--- src/hw/rtl/ets_pkg.sv ---
// ----------------------------------------------------------------------------
// ets_pkg
// Shared types, character codes, token types and scan modes for the
// expression token scanner.
// ----------------------------------------------------------------------------
package ets_pkg;

    localparam int POSITION_BITS_DEFAULT = 16;
    localparam int FIELD_W = 16;
    localparam int TYPE_W  = 5;
    localparam int ERR_W   = 2;
    localparam int MODE_W  = 4;
    localparam int MAX_RES = 3;
    localparam int CNT_W   = 2;

    // scan modes
    localparam logic [MODE_W-1:0] M_IDLE     = 4'd0;
    localparam logic [MODE_W-1:0] M_IDENT    = 4'd1;
    localparam logic [MODE_W-1:0] M_NUM_INT  = 4'd2;
    localparam logic [MODE_W-1:0] M_NUM_FRAC = 4'd3;
    localparam logic [MODE_W-1:0] M_STRING   = 4'd4;
    localparam logic [MODE_W-1:0] M_BANG     = 4'd5;
    localparam logic [MODE_W-1:0] M_BANG_EQ  = 4'd6;
    localparam logic [MODE_W-1:0] M_EQ       = 4'd7;
    localparam logic [MODE_W-1:0] M_EQ_EQ    = 4'd8;
    localparam logic [MODE_W-1:0] M_BAR      = 4'd9;
    localparam logic [MODE_W-1:0] M_AMP      = 4'd10;
    localparam logic [MODE_W-1:0] M_LT       = 4'd11;
    localparam logic [MODE_W-1:0] M_GT       = 4'd12;
    localparam logic [MODE_W-1:0] M_DOLLAR   = 4'd13;

    // token types
    localparam logic [TYPE_W-1:0] TT_END      = 5'd0;
    localparam logic [TYPE_W-1:0] TT_IDENT    = 5'd1;
    localparam logic [TYPE_W-1:0] TT_NUMBER   = 5'd2;
    localparam logic [TYPE_W-1:0] TT_STRING   = 5'd3;
    localparam logic [TYPE_W-1:0] TT_LBRACK   = 5'd4;
    localparam logic [TYPE_W-1:0] TT_RBRACK   = 5'd5;
    localparam logic [TYPE_W-1:0] TT_LBRACE   = 5'd6;
    localparam logic [TYPE_W-1:0] TT_RBRACE   = 5'd7;
    localparam logic [TYPE_W-1:0] TT_LPAREN   = 5'd8;
    localparam logic [TYPE_W-1:0] TT_RPAREN   = 5'd9;
    localparam logic [TYPE_W-1:0] TT_TEMPLATE = 5'd10;
    localparam logic [TYPE_W-1:0] TT_PLUS     = 5'd11;
    localparam logic [TYPE_W-1:0] TT_MINUS    = 5'd12;
    localparam logic [TYPE_W-1:0] TT_STAR     = 5'd13;
    localparam logic [TYPE_W-1:0] TT_NOT      = 5'd14;
    localparam logic [TYPE_W-1:0] TT_OR       = 5'd15;
    localparam logic [TYPE_W-1:0] TT_AND      = 5'd16;
    localparam logic [TYPE_W-1:0] TT_EQ       = 5'd17;
    localparam logic [TYPE_W-1:0] TT_NE       = 5'd18;
    localparam logic [TYPE_W-1:0] TT_GT       = 5'd19;
    localparam logic [TYPE_W-1:0] TT_LT       = 5'd20;
    localparam logic [TYPE_W-1:0] TT_GE       = 5'd21;
    localparam logic [TYPE_W-1:0] TT_LE       = 5'd22;
    localparam logic [TYPE_W-1:0] TT_DIV      = 5'd23;
    localparam logic [TYPE_W-1:0] TT_MOD      = 5'd24;
    localparam logic [TYPE_W-1:0] TT_MATCH    = 5'd25;
    localparam logic [TYPE_W-1:0] TT_NMATCH   = 5'd26;
    localparam logic [TYPE_W-1:0] TT_QUEST    = 5'd27;
    localparam logic [TYPE_W-1:0] TT_COLON    = 5'd28;
    localparam logic [TYPE_W-1:0] TT_DOT      = 5'd29;

    // error codes
    localparam logic [ERR_W-1:0] ERR_NONE       = 2'd0;
    localparam logic [ERR_W-1:0] ERR_UNEXPECTED = 2'd1;
    localparam logic [ERR_W-1:0] ERR_OPEN_STR   = 2'd2;

    // characters
    localparam logic [7:0] CH_LBRACK = 8'h5B;
    localparam logic [7:0] CH_RBRACK = 8'h5D;
    localparam logic [7:0] CH_LBRACE = 8'h7B;
    localparam logic [7:0] CH_RBRACE = 8'h7D;
    localparam logic [7:0] CH_LPAREN = 8'h28;
    localparam logic [7:0] CH_RPAREN = 8'h29;
    localparam logic [7:0] CH_PLUS   = 8'h2B;
    localparam logic [7:0] CH_MINUS  = 8'h2D;
    localparam logic [7:0] CH_STAR   = 8'h2A;
    localparam logic [7:0] CH_SLASH  = 8'h2F;
    localparam logic [7:0] CH_PCT    = 8'h25;
    localparam logic [7:0] CH_QUEST  = 8'h3F;
    localparam logic [7:0] CH_COLON  = 8'h3A;
    localparam logic [7:0] CH_DOT    = 8'h2E;
    localparam logic [7:0] CH_BANG   = 8'h21;
    localparam logic [7:0] CH_BAR    = 8'h7C;
    localparam logic [7:0] CH_AMP    = 8'h26;
    localparam logic [7:0] CH_EQ     = 8'h3D;
    localparam logic [7:0] CH_LT     = 8'h3C;
    localparam logic [7:0] CH_GT     = 8'h3E;
    localparam logic [7:0] CH_DOLLAR = 8'h24;
    localparam logic [7:0] CH_SQUOTE = 8'h27;
    localparam logic [7:0] CH_DQUOTE = 8'h22;
    localparam logic [7:0] CH_TILDE  = 8'h7E;
    localparam logic [7:0] CH_UNDER  = 8'h5F;
    localparam logic [7:0] CH_0      = 8'h30;
    localparam logic [7:0] CH_9      = 8'h39;
    localparam logic [7:0] CH_UC_A   = 8'h41;
    localparam logic [7:0] CH_UC_Z   = 8'h5A;
    localparam logic [7:0] CH_LC_A   = 8'h61;
    localparam logic [7:0] CH_LC_Z   = 8'h7A;

    typedef struct packed {
        logic [TYPE_W-1:0]  token_type;
        logic [FIELD_W-1:0] start_position;
        logic [FIELD_W-1:0] token_length;
        logic [ERR_W-1:0]   error_code;
        logic               end_of_text;
    } result_t;

    typedef struct packed {
        logic [CNT_W-1:0]           count;
        result_t [MAX_RES-1:0]      items;
    } bundle_t;

    function automatic result_t make_result(
        input logic [TYPE_W-1:0]  ty,
        input logic [FIELD_W-1:0] start,
        input logic [FIELD_W-1:0] len,
        input logic [ERR_W-1:0]   err,
        input logic               eot
    );
        result_t r;
        r.token_type     = ty;
        r.start_position = start;
        r.token_length   = len;
        r.error_code     = err;
        r.end_of_text    = eot;
        return r;
    endfunction

    function automatic logic is_digit(input logic [7:0] c);
        return (c >= CH_0) && (c <= CH_9);
    endfunction

    function automatic logic is_alpha(input logic [7:0] c);
        return ((c >= CH_UC_A) && (c <= CH_UC_Z)) || ((c >= CH_LC_A) && (c <= CH_LC_Z));
    endfunction

    function automatic logic is_ident(input logic [7:0] c);
        return is_alpha(c) || is_digit(c) || (c == CH_DOLLAR) || (c == CH_UNDER);
    endfunction

    // single-character token type, TT_END when the byte is not one
    function automatic logic [TYPE_W-1:0] single_type(input logic [7:0] c);
        logic [TYPE_W-1:0] t;
        case (c)
            CH_LBRACK: t = TT_LBRACK;
            CH_RBRACK: t = TT_RBRACK;
            CH_LBRACE: t = TT_LBRACE;
            CH_RBRACE: t = TT_RBRACE;
            CH_LPAREN: t = TT_LPAREN;
            CH_RPAREN: t = TT_RPAREN;
            CH_PLUS:   t = TT_PLUS;
            CH_MINUS:  t = TT_MINUS;
            CH_STAR:   t = TT_STAR;
            CH_SLASH:  t = TT_DIV;
            CH_PCT:    t = TT_MOD;
            CH_QUEST:  t = TT_QUEST;
            CH_COLON:  t = TT_COLON;
            CH_DOT:    t = TT_DOT;
            default:   t = TT_END;
        endcase
        return t;
    endfunction

endpackage

--- src/hw/rtl/ets_scan.sv ---
// ----------------------------------------------------------------------------
// ets_scan
// Scanner state registers and the per-byte next-state and result logic.
// Produces a bundle of up to three result words for each byte.
// ----------------------------------------------------------------------------
module ets_scan #(
    parameter int POSITION_BITS = ets_pkg::POSITION_BITS_DEFAULT
) (
    input  logic             clk,
    input  logic             rst_n,
    input  logic             advance,
    input  logic [7:0]       char_code,
    input  logic             last_of_text,
    output ets_pkg::bundle_t bundle
);

    localparam int P = POSITION_BITS;
    localparam logic [P-1:0] POS_MAX = {P{1'b1}};
    localparam logic [P-1:0] LEN_ONE = P'(1);
    localparam logic [P-1:0] LEN_TWO = P'(2);

    logic [ets_pkg::MODE_W-1:0] mode_reg,  mode_next;
    logic [7:0]                 quote_reg, quote_next;
    logic [P-1:0]               start_reg, start_next;
    logic [P-1:0]               len_reg,   len_next;
    logic [P-1:0]               pos_reg,   pos_next;
    logic                       err_reg,   err_next;

    function automatic logic [P-1:0] sat_inc(input logic [P-1:0] x);
        return (x == POS_MAX) ? x : x + LEN_ONE;
    endfunction

    always_comb
    begin
        logic [ets_pkg::CNT_W-1:0] cnt;
        logic                      used;
        logic [ets_pkg::TYPE_W-1:0] st;
        ets_pkg::bundle_t          b;

        mode_next  = mode_reg;
        quote_next = quote_reg;
        start_next = start_reg;
        len_next   = len_reg;
        err_next   = err_reg;
        pos_next   = pos_reg + LEN_ONE;
        cnt        = '0;
        used       = 1'b0;
        b          = '0;
        st         = ets_pkg::single_type(char_code);

        if (!err_reg)
        begin
            if (mode_next != ets_pkg::M_IDLE)
            begin
                if (mode_next == ets_pkg::M_DOLLAR)
                begin
                    if (char_code == ets_pkg::CH_LBRACE)
                    begin
                        b.items[cnt] = ets_pkg::make_result(ets_pkg::TT_TEMPLATE,
                            16'(start_next), 16'(len_next), ets_pkg::ERR_NONE, 1'b0);
                        cnt = cnt + 1'b1;
                        mode_next = ets_pkg::M_IDLE;
                    end
                    else
                    begin
                        mode_next = ets_pkg::M_IDENT;
                    end
                end
                case (mode_next)
                    ets_pkg::M_IDENT:
                    begin
                        if (ets_pkg::is_ident(char_code))
                        begin
                            len_next = sat_inc(len_next);
                            used = 1'b1;
                        end
                        else
                        begin
                            b.items[cnt] = ets_pkg::make_result(ets_pkg::TT_IDENT,
                                16'(start_next), 16'(len_next), ets_pkg::ERR_NONE, 1'b0);
                            cnt = cnt + 1'b1;
                            mode_next = ets_pkg::M_IDLE;
                        end
                    end
                    ets_pkg::M_NUM_INT, ets_pkg::M_NUM_FRAC:
                    begin
                        if (ets_pkg::is_digit(char_code))
                        begin
                            len_next = sat_inc(len_next);
                            used = 1'b1;
                        end
                        else if (char_code == ets_pkg::CH_DOT)
                        begin
                            used = 1'b1;
                            if (mode_next == ets_pkg::M_NUM_FRAC)
                            begin
                                b.items[cnt] = ets_pkg::make_result(ets_pkg::TT_END,
                                    16'(start_next), 16'(len_next),
                                    ets_pkg::ERR_UNEXPECTED, 1'b0);
                                cnt = cnt + 1'b1;
                                mode_next = ets_pkg::M_IDLE;
                                err_next = 1'b1;
                            end
                            else
                            begin
                                mode_next = ets_pkg::M_NUM_FRAC;
                                len_next = sat_inc(len_next);
                            end
                        end
                        else
                        begin
                            b.items[cnt] = ets_pkg::make_result(ets_pkg::TT_NUMBER,
                                16'(start_next), 16'(len_next), ets_pkg::ERR_NONE, 1'b0);
                            cnt = cnt + 1'b1;
                            mode_next = ets_pkg::M_IDLE;
                        end
                    end
                    ets_pkg::M_STRING:
                    begin
                        len_next = sat_inc(len_next);
                        used = 1'b1;
                        if (char_code == quote_next)
                        begin
                            b.items[cnt] = ets_pkg::make_result(ets_pkg::TT_STRING,
                                16'(start_next), 16'(len_next), ets_pkg::ERR_NONE, 1'b0);
                            cnt = cnt + 1'b1;
                            mode_next = ets_pkg::M_IDLE;
                        end
                    end
                    ets_pkg::M_BANG:
                    begin
                        if (char_code == ets_pkg::CH_TILDE)
                        begin
                            len_next = sat_inc(len_next);
                            used = 1'b1;
                            b.items[cnt] = ets_pkg::make_result(ets_pkg::TT_NMATCH,
                                16'(start_next), 16'(len_next), ets_pkg::ERR_NONE, 1'b0);
                            cnt = cnt + 1'b1;
                            mode_next = ets_pkg::M_IDLE;
                        end
                        else if (char_code == ets_pkg::CH_EQ)
                        begin
                            len_next = sat_inc(len_next);
                            used = 1'b1;
                            mode_next = ets_pkg::M_BANG_EQ;
                        end
                        else
                        begin
                            b.items[cnt] = ets_pkg::make_result(ets_pkg::TT_NOT,
                                16'(start_next), 16'(len_next), ets_pkg::ERR_NONE, 1'b0);
                            cnt = cnt + 1'b1;
                            mode_next = ets_pkg::M_IDLE;
                        end
                    end
                    ets_pkg::M_BANG_EQ, ets_pkg::M_EQ_EQ:
                    begin
                        if (char_code == ets_pkg::CH_EQ)
                        begin
                            len_next = sat_inc(len_next);
                            used = 1'b1;
                        end
                        b.items[cnt] = ets_pkg::make_result(
                            (mode_next == ets_pkg::M_BANG_EQ) ? ets_pkg::TT_NE : ets_pkg::TT_EQ,
                            16'(start_next), 16'(len_next), ets_pkg::ERR_NONE, 1'b0);
                        cnt = cnt + 1'b1;
                        mode_next = ets_pkg::M_IDLE;
                    end
                    ets_pkg::M_EQ:
                    begin
                        used = 1'b1;
                        if (char_code == ets_pkg::CH_TILDE)
                        begin
                            len_next = sat_inc(len_next);
                            b.items[cnt] = ets_pkg::make_result(ets_pkg::TT_MATCH,
                                16'(start_next), 16'(len_next), ets_pkg::ERR_NONE, 1'b0);
                            cnt = cnt + 1'b1;
                            mode_next = ets_pkg::M_IDLE;
                        end
                        else if (char_code == ets_pkg::CH_EQ)
                        begin
                            len_next = sat_inc(len_next);
                            mode_next = ets_pkg::M_EQ_EQ;
                        end
                        else
                        begin
                            b.items[cnt] = ets_pkg::make_result(ets_pkg::TT_END,
                                16'(start_next), 16'(LEN_TWO), ets_pkg::ERR_UNEXPECTED, 1'b0);
                            cnt = cnt + 1'b1;
                            mode_next = ets_pkg::M_IDLE;
                            err_next = 1'b1;
                        end
                    end
                    ets_pkg::M_BAR, ets_pkg::M_AMP:
                    begin
                        used = 1'b1;
                        if ((mode_next == ets_pkg::M_BAR && char_code == ets_pkg::CH_BAR) ||
                            (mode_next == ets_pkg::M_AMP && char_code == ets_pkg::CH_AMP))
                        begin
                            len_next = sat_inc(len_next);
                            b.items[cnt] = ets_pkg::make_result(
                                (mode_next == ets_pkg::M_BAR) ? ets_pkg::TT_OR : ets_pkg::TT_AND,
                                16'(start_next), 16'(len_next), ets_pkg::ERR_NONE, 1'b0);
                        end
                        else
                        begin
                            b.items[cnt] = ets_pkg::make_result(ets_pkg::TT_END,
                                16'(start_next), 16'(LEN_TWO), ets_pkg::ERR_UNEXPECTED, 1'b0);
                            err_next = 1'b1;
                        end
                        cnt = cnt + 1'b1;
                        mode_next = ets_pkg::M_IDLE;
                    end
                    ets_pkg::M_LT, ets_pkg::M_GT:
                    begin
                        if (char_code == ets_pkg::CH_EQ)
                        begin
                            len_next = sat_inc(len_next);
                            used = 1'b1;
                            b.items[cnt] = ets_pkg::make_result(
                                (mode_next == ets_pkg::M_LT) ? ets_pkg::TT_LE : ets_pkg::TT_GE,
                                16'(start_next), 16'(len_next), ets_pkg::ERR_NONE, 1'b0);
                        end
                        else
                        begin
                            b.items[cnt] = ets_pkg::make_result(
                                (mode_next == ets_pkg::M_LT) ? ets_pkg::TT_LT : ets_pkg::TT_GT,
                                16'(start_next), 16'(len_next), ets_pkg::ERR_NONE, 1'b0);
                        end
                        cnt = cnt + 1'b1;
                        mode_next = ets_pkg::M_IDLE;
                    end
                    default:
                    begin
                        mode_next = ets_pkg::M_IDLE;
                    end
                endcase
            end

            if (!used && !err_next)
            begin
                start_next = pos_reg;
                len_next   = LEN_ONE;
                case (char_code)
                    ets_pkg::CH_BANG:   mode_next = ets_pkg::M_BANG;
                    ets_pkg::CH_BAR:    mode_next = ets_pkg::M_BAR;
                    ets_pkg::CH_AMP:    mode_next = ets_pkg::M_AMP;
                    ets_pkg::CH_EQ:     mode_next = ets_pkg::M_EQ;
                    ets_pkg::CH_LT:     mode_next = ets_pkg::M_LT;
                    ets_pkg::CH_GT:     mode_next = ets_pkg::M_GT;
                    ets_pkg::CH_DOLLAR: mode_next = ets_pkg::M_DOLLAR;
                    ets_pkg::CH_SQUOTE, ets_pkg::CH_DQUOTE:
                    begin
                        mode_next  = ets_pkg::M_STRING;
                        quote_next = char_code;
                    end
                    default:
                    begin
                        if (st != ets_pkg::TT_END)
                        begin
                            b.items[cnt] = ets_pkg::make_result(st, 16'(start_next),
                                16'(len_next), ets_pkg::ERR_NONE, 1'b0);
                            cnt = cnt + 1'b1;
                        end
                        else if (ets_pkg::is_digit(char_code))
                        begin
                            mode_next = ets_pkg::M_NUM_INT;
                        end
                        else if (char_code == ets_pkg::CH_UNDER ||
                                 ets_pkg::is_alpha(char_code))
                        begin
                            mode_next = ets_pkg::M_IDENT;
                        end
                        else
                        begin
                            b.items[cnt] = ets_pkg::make_result(ets_pkg::TT_END,
                                16'(start_next), 16'(LEN_ONE),
                                ets_pkg::ERR_UNEXPECTED, 1'b0);
                            cnt = cnt + 1'b1;
                            err_next = 1'b1;
                        end
                    end
                endcase
            end

            if (last_of_text && !err_next)
            begin
                case (mode_next)
                    ets_pkg::M_IDENT, ets_pkg::M_DOLLAR:
                    begin
                        b.items[cnt] = ets_pkg::make_result(ets_pkg::TT_IDENT,
                            16'(start_next), 16'(len_next), ets_pkg::ERR_NONE, 1'b0);
                        cnt = cnt + 1'b1;
                    end
                    ets_pkg::M_NUM_INT, ets_pkg::M_NUM_FRAC:
                    begin
                        b.items[cnt] = ets_pkg::make_result(ets_pkg::TT_NUMBER,
                            16'(start_next), 16'(len_next), ets_pkg::ERR_NONE, 1'b0);
                        cnt = cnt + 1'b1;
                    end
                    ets_pkg::M_STRING:
                    begin
                        b.items[cnt] = ets_pkg::make_result(ets_pkg::TT_END,
                            16'(start_next), 16'(len_next), ets_pkg::ERR_OPEN_STR, 1'b0);
                        cnt = cnt + 1'b1;
                    end
                    ets_pkg::M_BANG, ets_pkg::M_BANG_EQ, ets_pkg::M_EQ_EQ,
                    ets_pkg::M_LT, ets_pkg::M_GT:
                    begin
                        case (mode_next)
                            ets_pkg::M_BANG:    st = ets_pkg::TT_NOT;
                            ets_pkg::M_BANG_EQ: st = ets_pkg::TT_NE;
                            ets_pkg::M_EQ_EQ:   st = ets_pkg::TT_EQ;
                            ets_pkg::M_LT:      st = ets_pkg::TT_LT;
                            default:            st = ets_pkg::TT_GT;
                        endcase
                        b.items[cnt] = ets_pkg::make_result(st,
                            16'(start_next), 16'(len_next), ets_pkg::ERR_NONE, 1'b0);
                        cnt = cnt + 1'b1;
                    end
                    ets_pkg::M_EQ, ets_pkg::M_BAR, ets_pkg::M_AMP:
                    begin
                        b.items[cnt] = ets_pkg::make_result(ets_pkg::TT_END,
                            16'(start_next), 16'(LEN_ONE), ets_pkg::ERR_UNEXPECTED, 1'b0);
                        cnt = cnt + 1'b1;
                    end
                    default:
                    begin
                        cnt = cnt;
                    end
                endcase
                mode_next = ets_pkg::M_IDLE;
            end
        end

        if (last_of_text)
        begin
            b.items[cnt] = ets_pkg::make_result(ets_pkg::TT_END, 16'(pos_next),
                16'(0), ets_pkg::ERR_NONE, 1'b1);
            cnt = cnt + 1'b1;
            mode_next  = ets_pkg::M_IDLE;
            quote_next = '0;
            start_next = '0;
            len_next   = '0;
            pos_next   = '0;
            err_next   = 1'b0;
        end

        b.count = cnt;
        bundle  = b;
    end

    always_ff @(posedge clk or negedge rst_n)
    begin
        if (!rst_n)
        begin
            mode_reg  <= ets_pkg::M_IDLE;
            quote_reg <= '0;
            start_reg <= '0;
            len_reg   <= '0;
            pos_reg   <= '0;
            err_reg   <= 1'b0;
        end
        else if (advance)
        begin
            mode_reg  <= mode_next;
            quote_reg <= quote_next;
            start_reg <= start_next;
            len_reg   <= len_next;
            pos_reg   <= pos_next;
            err_reg   <= err_next;
        end
    end

endmodule

--- src/hw/rtl/ets_out.sv ---
// ----------------------------------------------------------------------------
// ets_out
// Result register: holds the bundle for one byte and hands its words out
// one per cycle while word_stall is low; frees itself for the next bundle on the last word.
// ----------------------------------------------------------------------------
module ets_out (
    input  logic             clk,
    input  logic             rst_n,
    input  logic             load_valid,
    output logic             load_ready,
    input  ets_pkg::bundle_t bundle,
    output logic             word_valid,
    input  logic             word_stall,
    output ets_pkg::result_t word
);

    logic [ets_pkg::CNT_W-1:0] cnt_reg, cnt_next;
    logic [ets_pkg::CNT_W-1:0] idx_reg, idx_next;
    ets_pkg::result_t [ets_pkg::MAX_RES-1:0] items_reg;

    logic pop;
    logic last_pop;

    assign word_valid = (cnt_reg != '0);
    assign word       = items_reg[idx_reg];
    assign pop        = word_valid && !word_stall;
    assign last_pop   = pop && (idx_reg == (cnt_reg - 1'b1));
    assign load_ready = (cnt_reg == '0) || last_pop;

    always_comb
    begin
        cnt_next = cnt_reg;
        idx_next = idx_reg;
        if (load_valid && load_ready)
        begin
            cnt_next = bundle.count;
            idx_next = '0;
        end
        else if (last_pop)
        begin
            cnt_next = '0;
            idx_next = '0;
        end
        else if (pop)
        begin
            idx_next = idx_reg + 1'b1;
        end
    end

    always_ff @(posedge clk or negedge rst_n)
    begin
        if (!rst_n)
        begin
            cnt_reg <= '0;
            idx_reg <= '0;
        end
        else
        begin
            cnt_reg <= cnt_next;
            idx_reg <= idx_next;
        end
    end

    always_ff @(posedge clk)
    begin
        if (load_valid && load_ready)
        begin
            items_reg <= bundle.items;
        end
    end

endmodule

--- src/hw/rtl/expression_token_scanner.sv ---
// ----------------------------------------------------------------------------
// expression_token_scanner
// The first token word of a byte is valid in the cycle after the byte is taken.
// Throughput: one byte per cycle while token_stall is low and a byte yields at most
//   one word; a byte with 2 or 3 words holds the result register until its last goes.
// Reset: rst_n clears the scan state to idle at offset 0 and empties the
//   result register; a text's final byte resets the scan state for the next text.
// ----------------------------------------------------------------------------
module expression_token_scanner #(
    parameter int POSITION_BITS = ets_pkg::POSITION_BITS_DEFAULT
) (
    input  logic                          clk,
    input  logic                          rst_n,
    input  logic                          char_valid,
    output logic                          char_stall,
    input  logic [7:0]                    char_code,
    input  logic                          last_of_text,
    output logic                          token_valid,
    input  logic                          token_stall,
    output logic [ets_pkg::TYPE_W-1:0]    token_type,
    output logic [ets_pkg::FIELD_W-1:0]   start_position,
    output logic [ets_pkg::FIELD_W-1:0]   token_length,
    output logic [ets_pkg::ERR_W-1:0]     error_code,
    output logic                          end_of_text
);

    ets_pkg::bundle_t bundle;
    ets_pkg::result_t word;
    logic             load_ready;
    logic             advance;

    assign char_stall = !load_ready;
    assign advance    = char_valid && load_ready;

    ets_scan #(
        .POSITION_BITS(POSITION_BITS)
    ) u_scan (
        .clk          (clk),
        .rst_n        (rst_n),
        .advance      (advance),
        .char_code    (char_code),
        .last_of_text (last_of_text),
        .bundle       (bundle)
    );

    ets_out u_out (
        .clk        (clk),
        .rst_n      (rst_n),
        .load_valid (char_valid),
        .load_ready (load_ready),
        .bundle     (bundle),
        .word_valid (token_valid),
        .word_stall (token_stall),
        .word       (word)
    );

    assign token_type     = word.token_type;
    assign start_position = word.start_position;
    assign token_length   = word.token_length;
    assign error_code     = word.error_code;
    assign end_of_text    = word.end_of_text;

endmodule
--- config.mk ---
export PLATFORM = sky130hd
export DESIGN_NAME = expression_token_scanner
export DESIGN_NICKNAME = d
export VERILOG_FILES = /design/src/hw/rtl/ets_pkg.sv /design/src/hw/rtl/ets_scan.sv /design/src/hw/rtl/ets_out.sv /design/src/hw/rtl/expression_token_scanner.sv
export SDC_FILE = /design/constraint.sdc
export NUM_CORES = 1
export LEC_CHECK = 0
export BUFFER_PORTS_ARGS = -buffer_cell sky130_fd_sc_hd__buf_4
export CELL_PAD_IN_SITES_DETAIL_PLACEMENT = 1
export CELL_PAD_IN_SITES_GLOBAL_PLACEMENT = 1
export CORE_MARGIN = 2
export CORE_UTILIZATION = 30
export CTS_BUF_LIST = sky130_fd_sc_hd__clkbuf_8
export CTS_CLUSTER_DIAMETER = 80
export DETAILED_ROUTE_END_ITERATION = 12
export HOLD_SLACK_MARGIN = 0.05
export PLACE_DENSITY = 0.66
export SYNTH_ARGS = -nofsm -noshare
export SYNTH_HDL_FRONTEND = slang
export SYNTH_SLANG_ARGS = --single-unit
--- constraint.sdc ---
create_clock -name clk -period 8.3 [get_ports clk]
set_clock_uncertainty 0.2 [all_clocks]
set_input_delay 0.83 -clock clk [delete_from_list [all_inputs] [get_ports clk]]
set_output_delay 0.83 -clock clk [all_outputs]
set_load 0.03 [all_outputs]
==> flow_metrics.env <==
export IMPL_syn_area_per_cell_um2=8.520
export IMPL_slew_violations=0
export IMPL_ys_top_cells_by_area="edfxtp_1 27%, dfrtp_1 12%, o21ai_0 7.2%, nand2_1 5.4%, mux2i_1 4.6%"
export IMPL_drive_above_1_share_pct=9.675
export IMPL_max_clock_freq_mhz=144.3
export IMPL_totalWireLength_mm=47.38
export IMPL_period_share_pct=83.52
export IMPL_synth_area_um2=13160
export IMPL_r2r_start="u_scan.mode_reg[2]"
export IMPL_num_vias=12400
export IMPL_ys_flop_type="edfxtp_1"
export IMPL_clk_latency_ns=0.51
export IMPL_port_buffer_count=54
export IMPL_initial_core_util_pct=30.47
export IMPL_hp_class="flop to flop"
export IMPL_power_switching_fraction_pct=44.69
export IMPL_p_seq_share_pct=37.8
export IMPL_grt_pass1_wl_mm=73.94
export IMPL_pwr_share_comb_pct=44.8
export IMPL_placedCellCount=2092
export IMPL_overflow=0
export IMPL_core_um2=43170
export IMPL_cts_root_buf="clkbuf_8"
export IMPL_max_stage_delay_ns=0.68
export IMPL_cp_start_kind="primary input"
export IMPL_p_switching_uw=1592
export IMPL_arrival_ns=7.05
export IMPL_synth_async_sr_flop_share_pct=35.14
export IMPL_cts_tree="built"
export IMPL_r2r_cells=20
export IMPL_grt_max_degree=74
export IMPL_yosysTopAreaCell="edfxtp_1"
export IMPL_end_kind="flop"
export IMPL_worstMarginPinSlew_ns=0.9972
export IMPL_setup_tns_ns=0
export IMPL_area_delta_synth_final_pct=9.587
export IMPL_rrSetupSlack_ns=1.56
export IMPL_numCtsBuffers=17
export IMPL_largest_register_ffs=120
export IMPL_clock_path_buffers=2
export IMPL_track_usage_pct=21.10
export IMPL_ys_warnings_count=0
export IMPL_synthCells=1544
export IMPL_crit_type="primary input to flop"
export IMPL_dpl_hpwl_mm=33.77
export IMPL_worstPathRequired_ns=8.41
export IMPL_synth_cell_type_count=96
export IMPL_routedWlPerCell_um=22.29
export IMPL_fin_cells=2126
export IMPL_internal_power_uw=1971
export IMPL_pwr_share_clk_pct=17.4
export IMPL_die_x_um=213.4
export IMPL_power_uw=3563
export IMPL_worstSetupStartpoint="char_code[4]"
export IMPL_hold_viol=0
export IMPL_initialDrtViolationCount=1143
export IMPL_synth_seq_cells=185
export IMPL_path_common_cell="ha_1"
export IMPL_htreeDepth=4
export IMPL_fin_crit_ns=6.932
export IMPL_synth_edf_count=120
export IMPL_ant_nets=0
export IMPL_ios=55
export IMPL_maxCapViolCount=0
export IMPL_seq_area_frac_synth_pct=39.76
export IMPL_cts_resized=0
export IMPL_clock_sinks=185
export IMPL_crit_slowest_cell="nand3_1"
export IMPL_antenna_found_initial=0
export IMPL_setup_viol=0
export IMPL_r2r_end="u_out.items_reg[113]"
export IMPL_grt_pass1_vias=12280
export IMPL_endpoint="u_out.items_reg[113]"
export IMPL_cp_cell_sequence="buf_4 > nand4b_1 > nor3_1 > and2_1 > ha_1 > o21ai_0 > a22o_1 > nand3_1 > a211oi_1 > ha_1 > mux2i_1 > ha_1 > mux2i_1 > nor2_1 > ha_1 > nand2_1 > buf_4 > inv_1 > nor2_1 > nand3_1 > o21ai_0"
export IMPL_rows=76
export IMPL_gp_congestion=0.9147
export IMPL_synth_common_cells="190 x nand2_1, 190 x o21ai_0, 142 x nor2_1"
export IMPL_path_clk_slew_ns=0.10
export IMPL_irDropWorstVdd_v=0.0002273
export IMPL_power_density_nw_per_um2=247.2
export IMPL_synth_nets=1579
export IMPL_drc=0
export IMPL_die_area_um2=45540
export IMPL_maxSlewHeadroom_pct=33.42
export IMPL_synth_top_area_share_pct=27.39
export IMPL_avgViaCountPerCell=5.834
export IMPL_path_max_fanout=28
export IMPL_final_nets=1562
export IMPL_fp_dieH_um=213.4
export IMPL_rsz0062_at_grt="false"
export IMPL_dr_pass1_iters=5
export IMPL_p_leak_uw=0.005085
export IMPL_outcome="completed"
what timing repair did:
| action | CTS | global route |
|---|---|---|
| hold buffers | 1 | 0 |
| buffers inserted | 0 | 0 |
| endpoints found under the hold margin | 15 | 0 |
power groups by stage:
stage	Clock [uW]	Sequential (uW)	Combinational, uW
after floorplan	0	1310	1060
after global placement	0	1360	1560
after detailed placement	0	1370	1590
after CTS	636	1350	1600
after global routing	669	1370	1730
final	621	1350	1590
layer usage:
| metal | vias to the layer above | wire length (um) | share of wire, % | track usage, % |
|---|---|---|---|---|
| met4 | 0 | 685 | 1.4 | 5.292 |
| met3 | 47 | 3084 | 6.5 | 3.764 |
| met2 | 371 | 20580 | 43 | 31.54 |
| met1 | 6258 | 23040 | 49 | 31.33 |
| met5 | - | 0 | 0 | 0 |
| li1 | 5728 | - | - | - |
placed cells by master, fill, tap and decap left out, drive strengths merged, types with 19 or more instances in the layout:
master and n:
inv 37, a21o 19, nor3 59, nand3 56
edfxtp 120, buf 77, a211oi 23, ha 22
o21ai 194, mux2i 61, a21oi 110, nor2 142
dfrtp 65, nand2 190
through the flow:
step                      util [%]  hold WS (ns)  worst slack (ns)  instance area [um2]
after floorplan                  -        0.2607             2.388                13160
after global placement       32.47        0.2910             1.262                14020
after detailed placement     32.47        0.3129            0.9735                14020
after CTS                    33.39        0.3017             1.492                14410
after global routing         33.39        0.3241            0.9273                14410
final                        33.39        0.3344             1.368                14420
worst min-delay path by stage:
stage | slack (ns) | cells after the start | to | start
CTS | 0.30 | 2 | u_out.idx_reg[0] | token_stall
global route | 0.32 | 2 | u_out.idx_reg[0] | token_stall
finish | 0.33 | 2 | u_scan.start_reg[14] | u_scan.start_reg[14]
detailed placement | 0.31 | 1 | u_scan.quote_reg[3] | u_scan.quote_reg[3]
global placement | 0.29 | 2 | u_scan.start_reg[14] | u_scan.start_reg[14]
floorplan | 0.26 | 2 | u_out.cnt_reg[1] | u_out.cnt_reg[1]
area by class of cell:
cell class	count	area [um2]
fill	5126	28760
multi-input combinational	1212	7350
sequential	185	5231
tap	585	732.0
timing repair buffer	78	588.1
clock buffer	17	234.0
clock inverter	15	150.1
inverter	33	128.9
antenna	1	2.502
critical path, delay by kind of cell:
family	cells	cell delay, ns
AO/OA/AOI/OAI	4	1.37
buffers and inverters	3	0.66
adder cells (fa/ha/maj)	4	1.23
AND/OR/NAND/NOR	8	2.39
multiplexers	2	0.52
cells by family (layout without fill, tap and decap cells):
family,Yosys count,count (layout),share of synthesized area [%]
mux,64,64,4.898
simple gates,575,575,21.02
buf+inv,147,143,4.584
xor+xnor,25,25,1.664
other cells,0,1,0
flops,185,185,39.76
compound gates,526,526,25.98
fa+ha+maj,22,22,2.092
No activity file was read; power rests on OpenSTA's default activity.
